### src/rtl/rar_pkg.sv
package rar_pkg;

    localparam int OPERAND_BITS_DEF = 16;
    localparam int RES_NUM_BITS     = 32;
    localparam int RES_DEN_BITS     = 31;
    // width used for the saturation compares, covers any magnitude up to 64 bits
    localparam int SAT_BITS         = 64;

    localparam logic [SAT_BITS-1:0] NUM_NEG_LIM = 64'h0000_0000_8000_0000;
    localparam logic [SAT_BITS-1:0] NUM_POS_LIM = 64'h0000_0000_7FFF_FFFF;
    localparam logic [SAT_BITS-1:0] DEN_LIM     = 64'h0000_0000_7FFF_FFFF;

    localparam logic [1:0] REQ_ADD = 2'd0;
    localparam logic [1:0] REQ_SUB = 2'd1;
    localparam logic [1:0] REQ_MUL = 2'd2;
    localparam logic [1:0] REQ_DIV = 2'd3;

    typedef enum logic [3:0] {
        S_IDLE,
        S_MUL0,
        S_MUL1,
        S_MUL2,
        S_SUM,
        S_MAG,
        S_PAIR,
        S_XODD,
        S_GCD,
        S_DIV,
        S_DONE
    } t_state;

    typedef enum logic [3:0] {
        DOP_NONE,
        DOP_LOAD,
        DOP_MUL0,
        DOP_MUL1,
        DOP_MUL2,
        DOP_SUM,
        DOP_MAG,
        DOP_PAIR,
        DOP_XODD,
        DOP_GCD,
        DOP_DIV
    } t_dp_op;

    typedef struct packed {
        t_dp_op op;
        logic   out_load;
    } t_cmd;

    typedef struct packed {
        logic err;
        logic num_zero;
        logic both_even;
        logic x_even;
        logic y_zero;
        logic div_last;
        logic out_free;
    } t_stat;

endpackage

### src/rtl/rar_ctrl.sv
module rar_ctrl (
    input  logic           i_clk,
    input  logic           i_rst_n,
    input  logic           i_valid,
    output logic           o_ready,
    output rar_pkg::t_cmd  o_cmd,
    input  rar_pkg::t_stat i_stat
);

    rar_pkg::t_state r_state;
    rar_pkg::t_state n_state;

    always_ff @(posedge i_clk) begin
        if (!i_rst_n) begin
            r_state <= rar_pkg::S_IDLE;
        end else begin
            r_state <= n_state;
        end
    end

    always_comb begin
        n_state = r_state;
        case (r_state)
            rar_pkg::S_IDLE: begin
                if (i_valid) n_state = rar_pkg::S_MUL0;
            end
            rar_pkg::S_MUL0: n_state = rar_pkg::S_MUL1;
            rar_pkg::S_MUL1: n_state = rar_pkg::S_MUL2;
            rar_pkg::S_MUL2: n_state = rar_pkg::S_SUM;
            rar_pkg::S_SUM:  n_state = rar_pkg::S_MAG;
            rar_pkg::S_MAG: begin
                if (i_stat.err || i_stat.num_zero) n_state = rar_pkg::S_DONE;
                else                               n_state = rar_pkg::S_PAIR;
            end
            rar_pkg::S_PAIR: begin
                if (!i_stat.both_even) n_state = rar_pkg::S_XODD;
            end
            rar_pkg::S_XODD: begin
                if (!i_stat.x_even) n_state = rar_pkg::S_GCD;
            end
            rar_pkg::S_GCD: begin
                if (i_stat.y_zero) n_state = rar_pkg::S_DIV;
            end
            rar_pkg::S_DIV: begin
                if (i_stat.div_last) n_state = rar_pkg::S_DONE;
            end
            rar_pkg::S_DONE: begin
                if (i_stat.out_free) n_state = rar_pkg::S_IDLE;
            end
            default: n_state = rar_pkg::S_IDLE;
        endcase
    end

    always_comb begin
        o_ready        = 1'b0;
        o_cmd.op       = rar_pkg::DOP_NONE;
        o_cmd.out_load = 1'b0;
        case (r_state)
            rar_pkg::S_IDLE: begin
                o_ready = 1'b1;
                if (i_valid) o_cmd.op = rar_pkg::DOP_LOAD;
            end
            rar_pkg::S_MUL0: o_cmd.op = rar_pkg::DOP_MUL0;
            rar_pkg::S_MUL1: o_cmd.op = rar_pkg::DOP_MUL1;
            rar_pkg::S_MUL2: o_cmd.op = rar_pkg::DOP_MUL2;
            rar_pkg::S_SUM:  o_cmd.op = rar_pkg::DOP_SUM;
            rar_pkg::S_MAG:  o_cmd.op = rar_pkg::DOP_MAG;
            rar_pkg::S_PAIR: begin
                if (i_stat.both_even) o_cmd.op = rar_pkg::DOP_PAIR;
            end
            rar_pkg::S_XODD: begin
                if (i_stat.x_even) o_cmd.op = rar_pkg::DOP_XODD;
            end
            rar_pkg::S_GCD:  o_cmd.op = rar_pkg::DOP_GCD;
            rar_pkg::S_DIV:  o_cmd.op = rar_pkg::DOP_DIV;
            rar_pkg::S_DONE: o_cmd.out_load = i_stat.out_free;
            default: ;
        endcase
    end

endmodule

### src/rtl/rar_dp.sv
module rar_dp #(
    parameter int OPERAND_BITS = rar_pkg::OPERAND_BITS_DEF
) (
    input  logic                                    i_clk,
    input  logic                                    i_rst_n,
    input  rar_pkg::t_cmd                           i_cmd,
    output rar_pkg::t_stat                          o_stat,
    input  logic [1:0]                              i_req_type,
    input  logic signed [OPERAND_BITS-1:0]          i_a_num,
    input  logic signed [OPERAND_BITS-1:0]          i_a_den,
    input  logic signed [OPERAND_BITS-1:0]          i_b_num,
    input  logic signed [OPERAND_BITS-1:0]          i_b_den,
    input  logic                                    i_ready,
    output logic                                    o_valid,
    output logic signed [rar_pkg::RES_NUM_BITS-1:0] o_res_num,
    output logic [rar_pkg::RES_DEN_BITS-1:0]        o_res_den,
    output logic                                    o_status
);

    localparam int W  = OPERAND_BITS;
    localparam int MW = 2 * W;
    localparam int CW = $clog2(MW);
    localparam int XW = rar_pkg::SAT_BITS;

    logic [1:0]             r_op;
    logic signed [W-1:0]    r_an, r_ad, r_bn, r_bd;
    logic                   r_err;
    logic signed [MW-1:0]   r_p0, r_p1, r_den;
    logic signed [MW:0]     r_num;
    logic                   r_neg, r_zero;
    logic [MW-1:0]          r_nm, r_dm, r_x, r_y, r_rn, r_rd;
    logic [CW-1:0]          r_cnt;
    logic                   r_out_valid;
    logic signed [rar_pkg::RES_NUM_BITS-1:0] r_out_num;
    logic [rar_pkg::RES_DEN_BITS-1:0]        r_out_den;
    logic                   r_out_st;

    // shared multiplier, operands picked by step
    logic signed [W-1:0]  m_a, m_b;
    logic signed [MW-1:0] w_prod;

    always_comb begin
        m_a = r_an;
        m_b = r_bd;
        case (i_cmd.op)
            rar_pkg::DOP_MUL0: begin
                m_a = r_an;
                m_b = (r_op == rar_pkg::REQ_MUL) ? r_bn : r_bd;
            end
            rar_pkg::DOP_MUL1: begin
                m_a = r_bn;
                m_b = r_ad;
            end
            rar_pkg::DOP_MUL2: begin
                m_a = r_ad;
                m_b = (r_op == rar_pkg::REQ_DIV) ? r_bn : r_bd;
            end
            default: ;
        endcase
    end

    assign w_prod = m_a * m_b;

    logic signed [MW:0] w_sum;
    always_comb begin
        case (r_op)
            rar_pkg::REQ_ADD: w_sum = (MW+1)'(r_p0) + (MW+1)'(r_p1);
            rar_pkg::REQ_SUB: w_sum = (MW+1)'(r_p0) - (MW+1)'(r_p1);
            default:          w_sum = (MW+1)'(r_p0);
        endcase
    end

    // magnitudes; |num| <= 2^(MW-1), |den| <= 2^(MW-2)
    logic signed [MW:0]   w_nabs;
    logic signed [MW-1:0] w_dabs;
    assign w_nabs = r_num[MW] ? -r_num : r_num;
    assign w_dabs = r_den[MW-1] ? -r_den : r_den;

    logic          w_xgt;
    logic [MW-1:0] w_diff;
    assign w_xgt  = r_x > r_y;
    assign w_diff = w_xgt ? (r_x - r_y) : (r_y - r_x);

    // restoring divide of both magnitudes by the odd part of the gcd
    logic [MW:0] w_sn, w_sd, w_tn, w_td;
    assign w_sn = {r_rn, r_nm[MW-1]};
    assign w_sd = {r_rd, r_dm[MW-1]};
    assign w_tn = w_sn - {1'b0, r_x};
    assign w_td = w_sd - {1'b0, r_x};

    // output packing with saturation
    logic [XW-1:0] w_nx, w_dx, w_nsat, w_nneg;
    logic signed [rar_pkg::RES_NUM_BITS-1:0] w_res_num;
    logic [rar_pkg::RES_DEN_BITS-1:0]        w_res_den;
    logic                                    w_res_st;

    assign w_nx = {{(XW-MW){1'b0}}, r_nm};
    assign w_dx = {{(XW-MW){1'b0}}, r_dm};

    always_comb begin
        if (r_neg) w_nsat = (w_nx > rar_pkg::NUM_NEG_LIM) ? rar_pkg::NUM_NEG_LIM : w_nx;
        else       w_nsat = (w_nx > rar_pkg::NUM_POS_LIM) ? rar_pkg::NUM_POS_LIM : w_nx;
        w_nneg = {XW{1'b0}} - w_nsat;
        if (r_err) begin
            w_res_num = '0;
            w_res_den = '0;
            w_res_st  = 1'b1;
        end else if (r_zero) begin
            w_res_num = '0;
            w_res_den = rar_pkg::RES_DEN_BITS'(1);
            w_res_st  = 1'b0;
        end else begin
            w_res_num = r_neg ? w_nneg[rar_pkg::RES_NUM_BITS-1:0]
                              : w_nsat[rar_pkg::RES_NUM_BITS-1:0];
            w_res_den = (w_dx > rar_pkg::DEN_LIM) ? rar_pkg::DEN_LIM[rar_pkg::RES_DEN_BITS-1:0]
                                                  : w_dx[rar_pkg::RES_DEN_BITS-1:0];
            w_res_st  = 1'b0;
        end
    end

    always_ff @(posedge i_clk) begin
        case (i_cmd.op)
            rar_pkg::DOP_LOAD: begin
                r_op  <= i_req_type;
                r_an  <= i_a_num;
                r_ad  <= i_a_den;
                r_bn  <= i_b_num;
                r_bd  <= i_b_den;
                r_err <= (i_a_den == '0) || (i_b_den == '0) ||
                         ((i_req_type == rar_pkg::REQ_DIV) && (i_b_num == '0));
            end
            rar_pkg::DOP_MUL0: r_p0  <= w_prod;
            rar_pkg::DOP_MUL1: r_p1  <= w_prod;
            rar_pkg::DOP_MUL2: r_den <= w_prod;
            rar_pkg::DOP_SUM:  r_num <= w_sum;
            rar_pkg::DOP_MAG: begin
                r_neg  <= r_num[MW] ^ r_den[MW-1];
                r_zero <= (r_num == '0);
                r_nm   <= w_nabs[MW-1:0];
                r_dm   <= w_dabs;
                r_x    <= w_nabs[MW-1:0];
                r_y    <= w_dabs;
            end
            rar_pkg::DOP_PAIR: begin
                // common power of two comes off everything
                r_x  <= r_x >> 1;
                r_y  <= r_y >> 1;
                r_nm <= r_nm >> 1;
                r_dm <= r_dm >> 1;
            end
            rar_pkg::DOP_XODD: r_x <= r_x >> 1;
            rar_pkg::DOP_GCD: begin
                if (r_y == '0) begin
                    r_rn  <= '0;
                    r_rd  <= '0;
                    r_cnt <= '0;
                end else if (!r_y[0]) begin
                    r_y <= r_y >> 1;
                end else begin
                    if (w_xgt) r_x <= r_y;
                    r_y <= w_diff;
                end
            end
            rar_pkg::DOP_DIV: begin
                r_cnt <= r_cnt + CW'(1);
                if (!w_tn[MW]) begin
                    r_rn <= w_tn[MW-1:0];
                    r_nm <= {r_nm[MW-2:0], 1'b1};
                end else begin
                    r_rn <= w_sn[MW-1:0];
                    r_nm <= {r_nm[MW-2:0], 1'b0};
                end
                if (!w_td[MW]) begin
                    r_rd <= w_td[MW-1:0];
                    r_dm <= {r_dm[MW-2:0], 1'b1};
                end else begin
                    r_rd <= w_sd[MW-1:0];
                    r_dm <= {r_dm[MW-2:0], 1'b0};
                end
            end
            default: ;
        endcase
    end

    always_ff @(posedge i_clk) begin
        if (i_cmd.out_load) begin
            r_out_num <= w_res_num;
            r_out_den <= w_res_den;
            r_out_st  <= w_res_st;
        end
    end

    always_ff @(posedge i_clk) begin
        if (!i_rst_n) begin
            r_out_valid <= 1'b0;
        end else if (i_cmd.out_load) begin
            r_out_valid <= 1'b1;
        end else if (i_ready) begin
            r_out_valid <= 1'b0;
        end
    end

    assign o_stat.err       = r_err;
    assign o_stat.num_zero  = (r_num == '0);
    assign o_stat.both_even = !(r_x[0] || r_y[0]);
    assign o_stat.x_even    = !r_x[0];
    assign o_stat.y_zero    = (r_y == '0);
    assign o_stat.div_last  = (r_cnt == CW'(MW - 1));
    assign o_stat.out_free  = !r_out_valid || i_ready;

    assign o_valid   = r_out_valid;
    assign o_res_num = r_out_num;
    assign o_res_den = r_out_den;
    assign o_status  = r_out_st;

endmodule

### src/rtl/rational_arith_reduce.sv
// Run time grows with P = common factors of two, Z = further halvings of the numerator,
//   G = gcd steps, and with the operand width through the bit-serial divide; an error or
//   a zero numerator skips the gcd and the divide.
// Throughput: one request in flight; the gcd loop and the bit-serial divider set the rate.
//   The next request is taken as soon as a result sits in the output register.
// Reset: synchronous, active low; clears the controller and the output valid flag.
module rational_arith_reduce #(
    parameter int OPERAND_BITS = rar_pkg::OPERAND_BITS_DEF
) (
    input  logic                                    i_clk,
    input  logic                                    i_rst_n,
    input  logic                                    i_valid,
    output logic                                    o_ready,
    input  logic [1:0]                              i_req_type,
    input  logic signed [OPERAND_BITS-1:0]          i_a_num,
    input  logic signed [OPERAND_BITS-1:0]          i_a_den,
    input  logic signed [OPERAND_BITS-1:0]          i_b_num,
    input  logic signed [OPERAND_BITS-1:0]          i_b_den,
    output logic                                    o_valid,
    input  logic                                    i_ready,
    output logic signed [rar_pkg::RES_NUM_BITS-1:0] o_res_num,
    output logic [rar_pkg::RES_DEN_BITS-1:0]        o_res_den,
    output logic                                    o_status
);

    // Flow of one request:
    //   load operands and flag a zero denominator / zero divisor up front,
    //   three passes through one signed multiplier (two numerator terms, one
    //   denominator), add or subtract the numerator terms (mul and div keep the
    //   first term), take magnitudes and the result sign, then binary gcd on the
    //   magnitudes. Shared powers of two are stripped from the dividends alongside,
    //   so the closing divide is by the odd gcd part only; one restoring divider per
    //   magnitude, one bit a cycle. Packing saturates to the 32/31-bit result fields
    //   (only reachable at wide operand settings).

    rar_pkg::t_cmd  w_cmd;
    rar_pkg::t_stat w_stat;

    rar_ctrl u_ctrl (
        .i_clk   (i_clk),
        .i_rst_n (i_rst_n),
        .i_valid (i_valid),
        .o_ready (o_ready),
        .o_cmd   (w_cmd),
        .i_stat  (w_stat)
    );

    rar_dp #(
        .OPERAND_BITS (OPERAND_BITS)
    ) u_dp (
        .i_clk      (i_clk),
        .i_rst_n    (i_rst_n),
        .i_cmd      (w_cmd),
        .o_stat     (w_stat),
        .i_req_type (i_req_type),
        .i_a_num    (i_a_num),
        .i_a_den    (i_a_den),
        .i_b_num    (i_b_num),
        .i_b_den    (i_b_den),
        .i_ready    (i_ready),
        .o_valid    (o_valid),
        .o_res_num  (o_res_num),
        .o_res_den  (o_res_den),
        .o_status   (o_status)
    );

    // a pending result is never overwritten
    a_no_overwrite: assert property (@(posedge i_clk) disable iff (!i_rst_n)
        w_cmd.out_load |-> w_stat.out_free)
        else $error("result loaded over a pending one");

    // one request at a time: busy right after an accept
    a_busy_after_accept: assert property (@(posedge i_clk) disable iff (!i_rst_n)
        (i_valid && o_ready) |=> !o_ready)
        else $error("second request taken while busy");

    // error results carry zero fields
    a_err_fields: assert property (@(posedge i_clk) disable iff (!i_rst_n)
        (o_valid && o_status) |-> (o_res_num == '0) && (o_res_den == '0))
        else $error("error result with nonzero fields");

    // good results have a positive denominator
    a_ok_den: assert property (@(posedge i_clk) disable iff (!i_rst_n)
        (o_valid && !o_status) |-> (o_res_den != '0))
        else $error("zero denominator on good result");

endmodule
### config.mk
export PLATFORM = sky130hd
export DESIGN_NAME = rational_arith_reduce
export DESIGN_NICKNAME = d
export VERILOG_FILES = /design/src/rtl/rar_pkg.sv /design/src/rtl/rar_ctrl.sv /design/src/rtl/rar_dp.sv /design/src/rtl/rational_arith_reduce.sv
export SDC_FILE = /design/constraint.sdc
export NUM_CORES = 2
export LEC_CHECK = 0
export BUFFER_PORTS_ARGS = -buffer_cell sky130_fd_sc_hd__buf_2
export CELL_PAD_IN_SITES_DETAIL_PLACEMENT = 1
export CELL_PAD_IN_SITES_GLOBAL_PLACEMENT = 1
export CORE_MARGIN = 2
export CORE_UTILIZATION = 27
export DETAILED_ROUTE_END_ITERATION = 10
export HOLD_SLACK_MARGIN = 0.1
export PLACE_DENSITY_LB_ADDON = 0.1
export SLEW_MARGIN = 0
export SYNTH_ARGS = -nofsm -noshare
export SYNTH_HDL_FRONTEND = slang
export SYNTH_SLANG_ARGS = --single-unit
### constraint.sdc
create_clock -name i_clk -period 12.1 [get_ports i_clk]
set_input_delay 2.42 -clock i_clk [delete_from_list [all_inputs] [get_ports i_clk]]
set_output_delay 2.42 -clock i_clk [all_outputs]
set_load 0.01 [all_outputs]
**Yosys cells after proc, flatten, opt, wreduce, memory -nomap -nowiden**

Cells that the tools add are included.

- Register bits after elaboration: 464
- Latch bits: 0
- Memory bits (writable): 0
- Memory bits (read-only): 0
- Bits of input ports: 70
- Output and inout bits: 66
- Word-level logic and storage cells: 150
- Memories: 0

- $add $sub $neg: 10
- Multipliers: 1
- Div/mod/pow operators: 0
- Order comparisons: 4
- Equality and inequality tests: 35
- Shifts and indexed selects: 0
- Multiplexer cells: 49
- Bitwise logic cells: 1
- Reduce and logical (&&, ||, !) cells: 25

Operators by type and width:

| cell | number |
|---|---|
| 32-bit 2-to-1 mux | 15 |
| 32-bit one-hot mux with 3 select lines | 4 |
| 32-bit one-hot mux with 2 select lines | 2 |
| 33-bit one-hot mux with 2 select lines | 1 |
| 33-bit by 32-bit subtractor with 33-bit output | 2 |
| 32-bit by 31-bit > comparator with 1-bit output (second input constant) | 2 |
| 32-bit negation | 2 |
| 32-bit subtractor | 2 |
| 16-bit logical NOT | 3 |
| 16-bit one-hot mux with 3 select lines | 1 |
| 4-bit one-hot mux with 11 select lines | 1 |
| 4-bit one-hot mux with 10 select lines | 1 |
| 32-bit by 32-bit adder with 33-bit output | 1 |
| 33-bit logical NOT | 1 |
| 32-bit by 32-bit subtractor with 33-bit output | 1 |
| 4-bit by 3-bit equality test with 1-bit output (second input constant) | 8 |
| 32-bit > comparator | 1 |
| 32-bit > comparator (second input constant) | 1 |
| 32-bit logical NOT | 1 |
| 16-bit by 16-bit multiplier with 32-bit output | 1 |
| 16-bit 2-to-1 mux | 2 |
| 4-bit 2-to-1 mux | 8 |
| 16-bit one-hot mux with 2 select lines | 1 |
| 1-bit by 32-bit subtractor with 32-bit output (first input constant) | 1 |
| other kinds (26) | 62 |

**Longest topological paths before layout**

- Word-level depth: 7
- Gate-level depth with buffers: 34
- Gate-level depth less buffers: 31

**Cells and area by module**

Synthesis repeated with hierarchy kept, for this count alone.

- Cell total of the unflattened synthesis: 4095
- Area total of the unflattened synthesis: 39337.7 um^2

By module, submodules not included:

| module | times used | cells each | area an instance (um^2) | sequential area each (um^2) |
|---|---|---|---|---|
| rar_dp | 1 | 4041 | 38927.3 | 13803.2 |
| rar_ctrl | 1 | 54 | 410.4 | 80.1 |

**Worst setup path after synthesis**

No wires, ideal clock.

- Kind: reg2reg
- Start point: register u_ctrl.r_state[0]
- End point: register u_dp.r_den[28] (data pin)
- Library setup time: 0.268 ns
- Data arrival time: 10.633 ns
- Data required time: 11.832 ns
- Slack: 1.199 ns
- Cell stages (with the launch flop): 29
- Path buffers: 3
- Clock period less this slack: 10.901 ns
- Cells stage by stage: dfxtp_1 clkbuf_1 nor4b_1 nand3b_1 clkbuf_1 o21ai_0 o2bb2ai_1 clkbuf_1 nor2_1 fa_1 inv_1 fa_1 fa_1 fa_1 inv_1 fa_1 inv_1 fa_1 inv_1 ha_1 a21oi_1 o21ai_0 a22oi_1 o21ai_0 a31oi_1 o2111ai_1 a31o_2 a21oi_1 xnor2_1

- Word-level cells in the longest chain between the ends: 5
- Elaborated cells on any way between the ends: 17
- Those cells by class: mul: 1; eq/ne: 12; mux: 3; reduce/logical: 1

RTL lines:

| element | line | RTL |
|---|---|---|
| from (decl) | rar_ctrl.sv:10 | `rar_pkg::t_state r_state;` |
| from (signal assigned) | rar_ctrl.sv:15 | `r_state <= rar_pkg::S_IDLE;` |
| from (signal assigned) | rar_ctrl.sv:17 | `r_state <= n_state;` |
| 4-bit equality test, or another cell as far along | rar_ctrl.sv:58 | `case (r_state)` |
| 4-bit one-hot mux with 10 select lines * | rar_ctrl.sv:58 |  |
| 4-bit by 3-bit equality test with 1-bit output or 4-bit by 2-bit equality test with 1-bit output (tied branches) | rar_dp.sv:45 | `case (i_cmd.op)` |
| 16-bit one-hot mux with 3 select lines or 16-bit one-hot mux with 2 select lines (tied branches) | rar_dp.sv:45 |  |
| 16-bit by 16-bit multiplier with 32-bit output * | rar_dp.sv:62 | `assign w_prod = m_a * m_b;` |
| via u_dp.w_prod[28] | rar_dp.sv:40 | `logic signed [MW-1:0] w_prod;` |
| to (signal assigned) | rar_dp.sv:134 | `rar_pkg::DOP_MUL2: r_den <= w_prod;` |
| to (decl) | rar_dp.sv:28 | `logic signed [MW-1:0] r_p0, r_p1, r_den;` |

The timed path passes the listed nets; every way through them passes the cells marked *.
A chain may end at the register's enable or synchronous reset.

**Final worst setup path**

- Start point: register u_ctrl.r_state[1]
- End point: register u_dp.r_p0[31] (data pin)

- Word-level cells in the longest chain between the ends: 5
- Elaborated cells on any way between the ends: 17
- Those cells by class: mul: 1; eq/ne: 12; mux: 3; reduce/logical: 1

RTL lines:

| element | line | RTL |
|---|---|---|
| 4-bit equality test, or another cell as far along | rar_ctrl.sv:58 |  |
| 4-bit one-hot mux with 10 select lines * | rar_ctrl.sv:58 |  |
| 4-bit by 3-bit equality test with 1-bit output or 4-bit by 2-bit equality test with 1-bit output (tied branches) | rar_dp.sv:45 |  |
| 16-bit one-hot mux with 3 select lines or 16-bit one-hot mux with 2 select lines (tied branches) | rar_dp.sv:45 |  |
| 16-bit by 16-bit multiplier with 32-bit output * | rar_dp.sv:62 |  |
| via u_dp.w_prod[31] | rar_dp.sv:40 |  |
| to (signal assigned) | rar_dp.sv:132 | `rar_pkg::DOP_MUL0: r_p0 <= w_prod;` |
| to (decl) | rar_dp.sv:28 |  |

Marks and branches as above.

==> results.yml <==
timing:
  setup-tns-final_ns: 0
  tightest_slew_ns: 1.28
  hold_viol: 0
  rsz0062_at_grt: "false"
  slew_violations: 0
  fin_crit_sh: 0.776
  relSlewSlack: 0.137
  max_freq_mhz: 107
  setup_viol: 0
  layout_min_cycle_time_ns: 9.38
  skew_ns: 0.0480
clock_tree:
  post_cts_resized: 0
  cts_max_level: 2
  cts-root-buf: "clkbuf_16"
  cts_num_sinks: 464
  path_clk_slew_ns: 0.06
  cts_buffers: 61
  clk_path_buf_depth: 3
  postCtsHoldBufs: 0
  clkLatencyLatePin_ns: 0.72
  tritoncts: "done"
  postCtsSetupBuffers: 0
setup_path:
  arrival_ns: 9.87
  crit_fanout: 45
  cp-start-kind: "flip-flop"
  crit_slowest_cell: "fa_1"
  crit_chain: "nand3_1 > inv_2 > buf_4 > a22oi_1 > nand2_1 > nand2b_1 > fa_1 > inv_1 > fa_1 > fa_1 > fa_1 > fa_1 > inv_1 > fa_1 > inv_1 > ha_1 > nand3_1 > nor2_1 > a211oi_1 > o21ai_0 > a211o_1 > a41oi_1 > a21oi_1 > xnor2_1"
  max_stage_delay_ns: 0.89
  worst_setup_path_end_kind: "flip-flop"
  worstPathRequired_ns: 12.58
  path_common_cell: "fa_1"
  cp_top_family: "adder cells"
  crit_type: "flip-flop to flip-flop"
  cp_num_buf_inv: 5
route:
  via_per_inst: 5.09
  ant_nets: 0
  vias: 31300
  routedWlPerCell_um: 24.7
  totalWireLength_um: 152000
  drtIter0Drc: 1950
  route.detailed.drc: 0
  firstDrtPassIters: 5
logic_synthesis:
  yosysSeqAreaShare: 0.350
  syn-cell-area_mm2: 0.0396
  yosys-top-cells-area: "edfxtp_1 (35%), fa_1 (13%), ha_1 (7.8%)"
  ys_warn_count: 0
  synthFlopType: "edfxtp_1"
  synth_cell_type_count: 91
  synth.most_common_cell: "edfxtp_1"
  synth_top_area_frac: 0.348
  synth_cells: 4116
  ys_ff_latch: 464
  synth.largest_area_cell: "edfxtp_1"
  synth-async-reset-ratio: 0
  synth_edf_count: 459
  avgSynthCellArea_um2: 9.63
  syn-num-nets: 4701
  yosys-top-cells-count: "edfxtp_1 (459), nor2_1 (420), inv_1 (416)"
die:
  fp.dieW_um: 387
  core_mm2: 0.146
  row_count: 140
  die_h_um: 387
  pin_count: 136
  fp.dieArea_mm2: 0.150
  start_util: 0.272
global_routing:
  grt_pass1_vias: 33200
  antenna_found_initial: 5
  grt_use_total: 0.200
  grt_pass1_wl_um: 226000
  overflow: 0
  grt_max_degree: 70
final_layout:
  drive_gt1_frac: 0.0851
  syn_to_final_growth_pct: 12.5
  regArea_mm2: 0.0139
  multi_input_area_mm2: 0.0236
  nets: 4765
  nFillCells: 16700
placed_design:
  routabilityCongestion: 0.875
  dp_hpwl_um: 120000
  port-buffer-count: 135
run_status:
  run_status: "finished clean"
hold_path:
  min_path_type: "flip-flop to flip-flop"
job:
  cap_violations: 0
## logic make-up (layout without fill, tap and decap cells)
kind of cell / Yosys count / after routing / synth area share
muxes: 87 / 87 / 0.0221
xor gates and xnor gates: 239 / 239 / 0.0528
AOI/OAI and AO/OA: 1048 / 1048 / 0.169
and+or+nand+nor: 1160 / 1160 / 0.135
adders and majority gates: 515 / 515 / 0.213
buffers and inverters: 603 / 719 / 0.0576
DFF: 464 / 464 / 0.350
other: 0 / 3 / 0
## per-layer routing
metal | track usage | vias up | part of all wire
met3 | 0.0175 | 134 | 0.027
met2 | 0.349 | 513 | 0.49
li1 | - | 14700 | -
met4 | 0.0444 | 0 | 0.022
met1 | 0.269 | 16000 | 0.46
met5 | 0 | - | 0
## area by class of cell
type                            count  share of cell area
Antenna cell                        3            0.000168
Clock buffer                       67              0.0347
Clock inverter                     48              0.0117
Inverter                          418              0.0352
Multi-Input combinational cell   3049               0.529
Sequential cell                   464               0.311
Tap cell                         1917              0.0538
Timing Repair Buffer              186              0.0237
## through the flow
| step | setup WS (ns) | area (µm²) | hold WS (ns) | util | std cells |
|---|---|---|---|---|---|
| 2_1_floorplan | 1.20 | 39600 | 0.490 | - | 4116 |
| 3_3_place_gp | 2.81 | 42500 | 0.575 | 0.292 | 6034 |
| 3_5_place_dp | 2.64 | 42500 | 0.588 | 0.292 | 6034 |
| 4_1_cts | 2.62 | 44600 | 0.579 | 0.306 | 6149 |
| 5_1_grt | 2.10 | 44600 | 0.607 | 0.306 | 6149 |
| 6_report | 2.72 | 44600 | 0.580 | 0.306 | 6152 |
## path summary, 6_finish.rpt
check,from,to,slack (ns),depth (start not counted)
worst max-delay path,u_ctrl.r_state[1],u_dp.r_p0[31],2.72,24
worst min-delay path,u_dp.r_p0[14],u_dp.r_num[14],0.58,2
worst max register to register,u_ctrl.r_state[1],u_dp.r_p0[31],2.72,24
worst min register to register,u_dp.r_p0[14],u_dp.r_num[14],0.58,2
## registers in the layout, indices dropped and copies added, names as in the netlist, 31 cells and up
register,flops
u_dp.o_res_den,31
u_dp.o_res_num,32
u_dp.r_den,32
u_dp.r_dm,32
u_dp.r_nm,32
u_dp.r_num,33
u_dp.r_p0,32
u_dp.r_p1,32
u_dp.r_rd,32
u_dp.r_rn,32
u_dp.r_x,32
u_dp.r_y,32
## worst min-delay path, delay by kind of cell (launching register included)
| kind | cells | cell delay, ns |
|---|---|---|
| AO/OA/AOI/OAI | 1 | 0.07 |
| flip-flops | 1 | 0.36 |
| AND/OR/NAND/NOR | 1 | 0.06 |
## layout by cell type (no fill, tap or decap), types with 37 or more instances in the layout
master / netlist / final
nand2_1: 344 / 342
nor3_1: 56 / 52
xor2_1: 124 / 123
fa_1: 267 / 267
nor4_1: 37 / 37
nor2_1: 420 / 417
buf_2: 10 / 135
a21o_1: 46 / 46
xnor2_1: 115 / 115
nand3_1: 41 / 41
o21ai_0: 310 / 306
a21oi_1: 237 / 236
nand2b_1: 56 / 56
a22oi_1: 110 / 110
inv_1: 416 / 416
ha_1: 248 / 248
mux2i_1: 82 / 82
buf_4: 2 / 51
o21a_1: 38 / 38
clkbuf_16: 0 / 61
o31ai_1: 37 / 37
edfxtp_1: 459 / 459
Power is left out: the tool's default activity adds up to more than one toggle a clock period on the data nets, which glitch-free logic cannot reach.
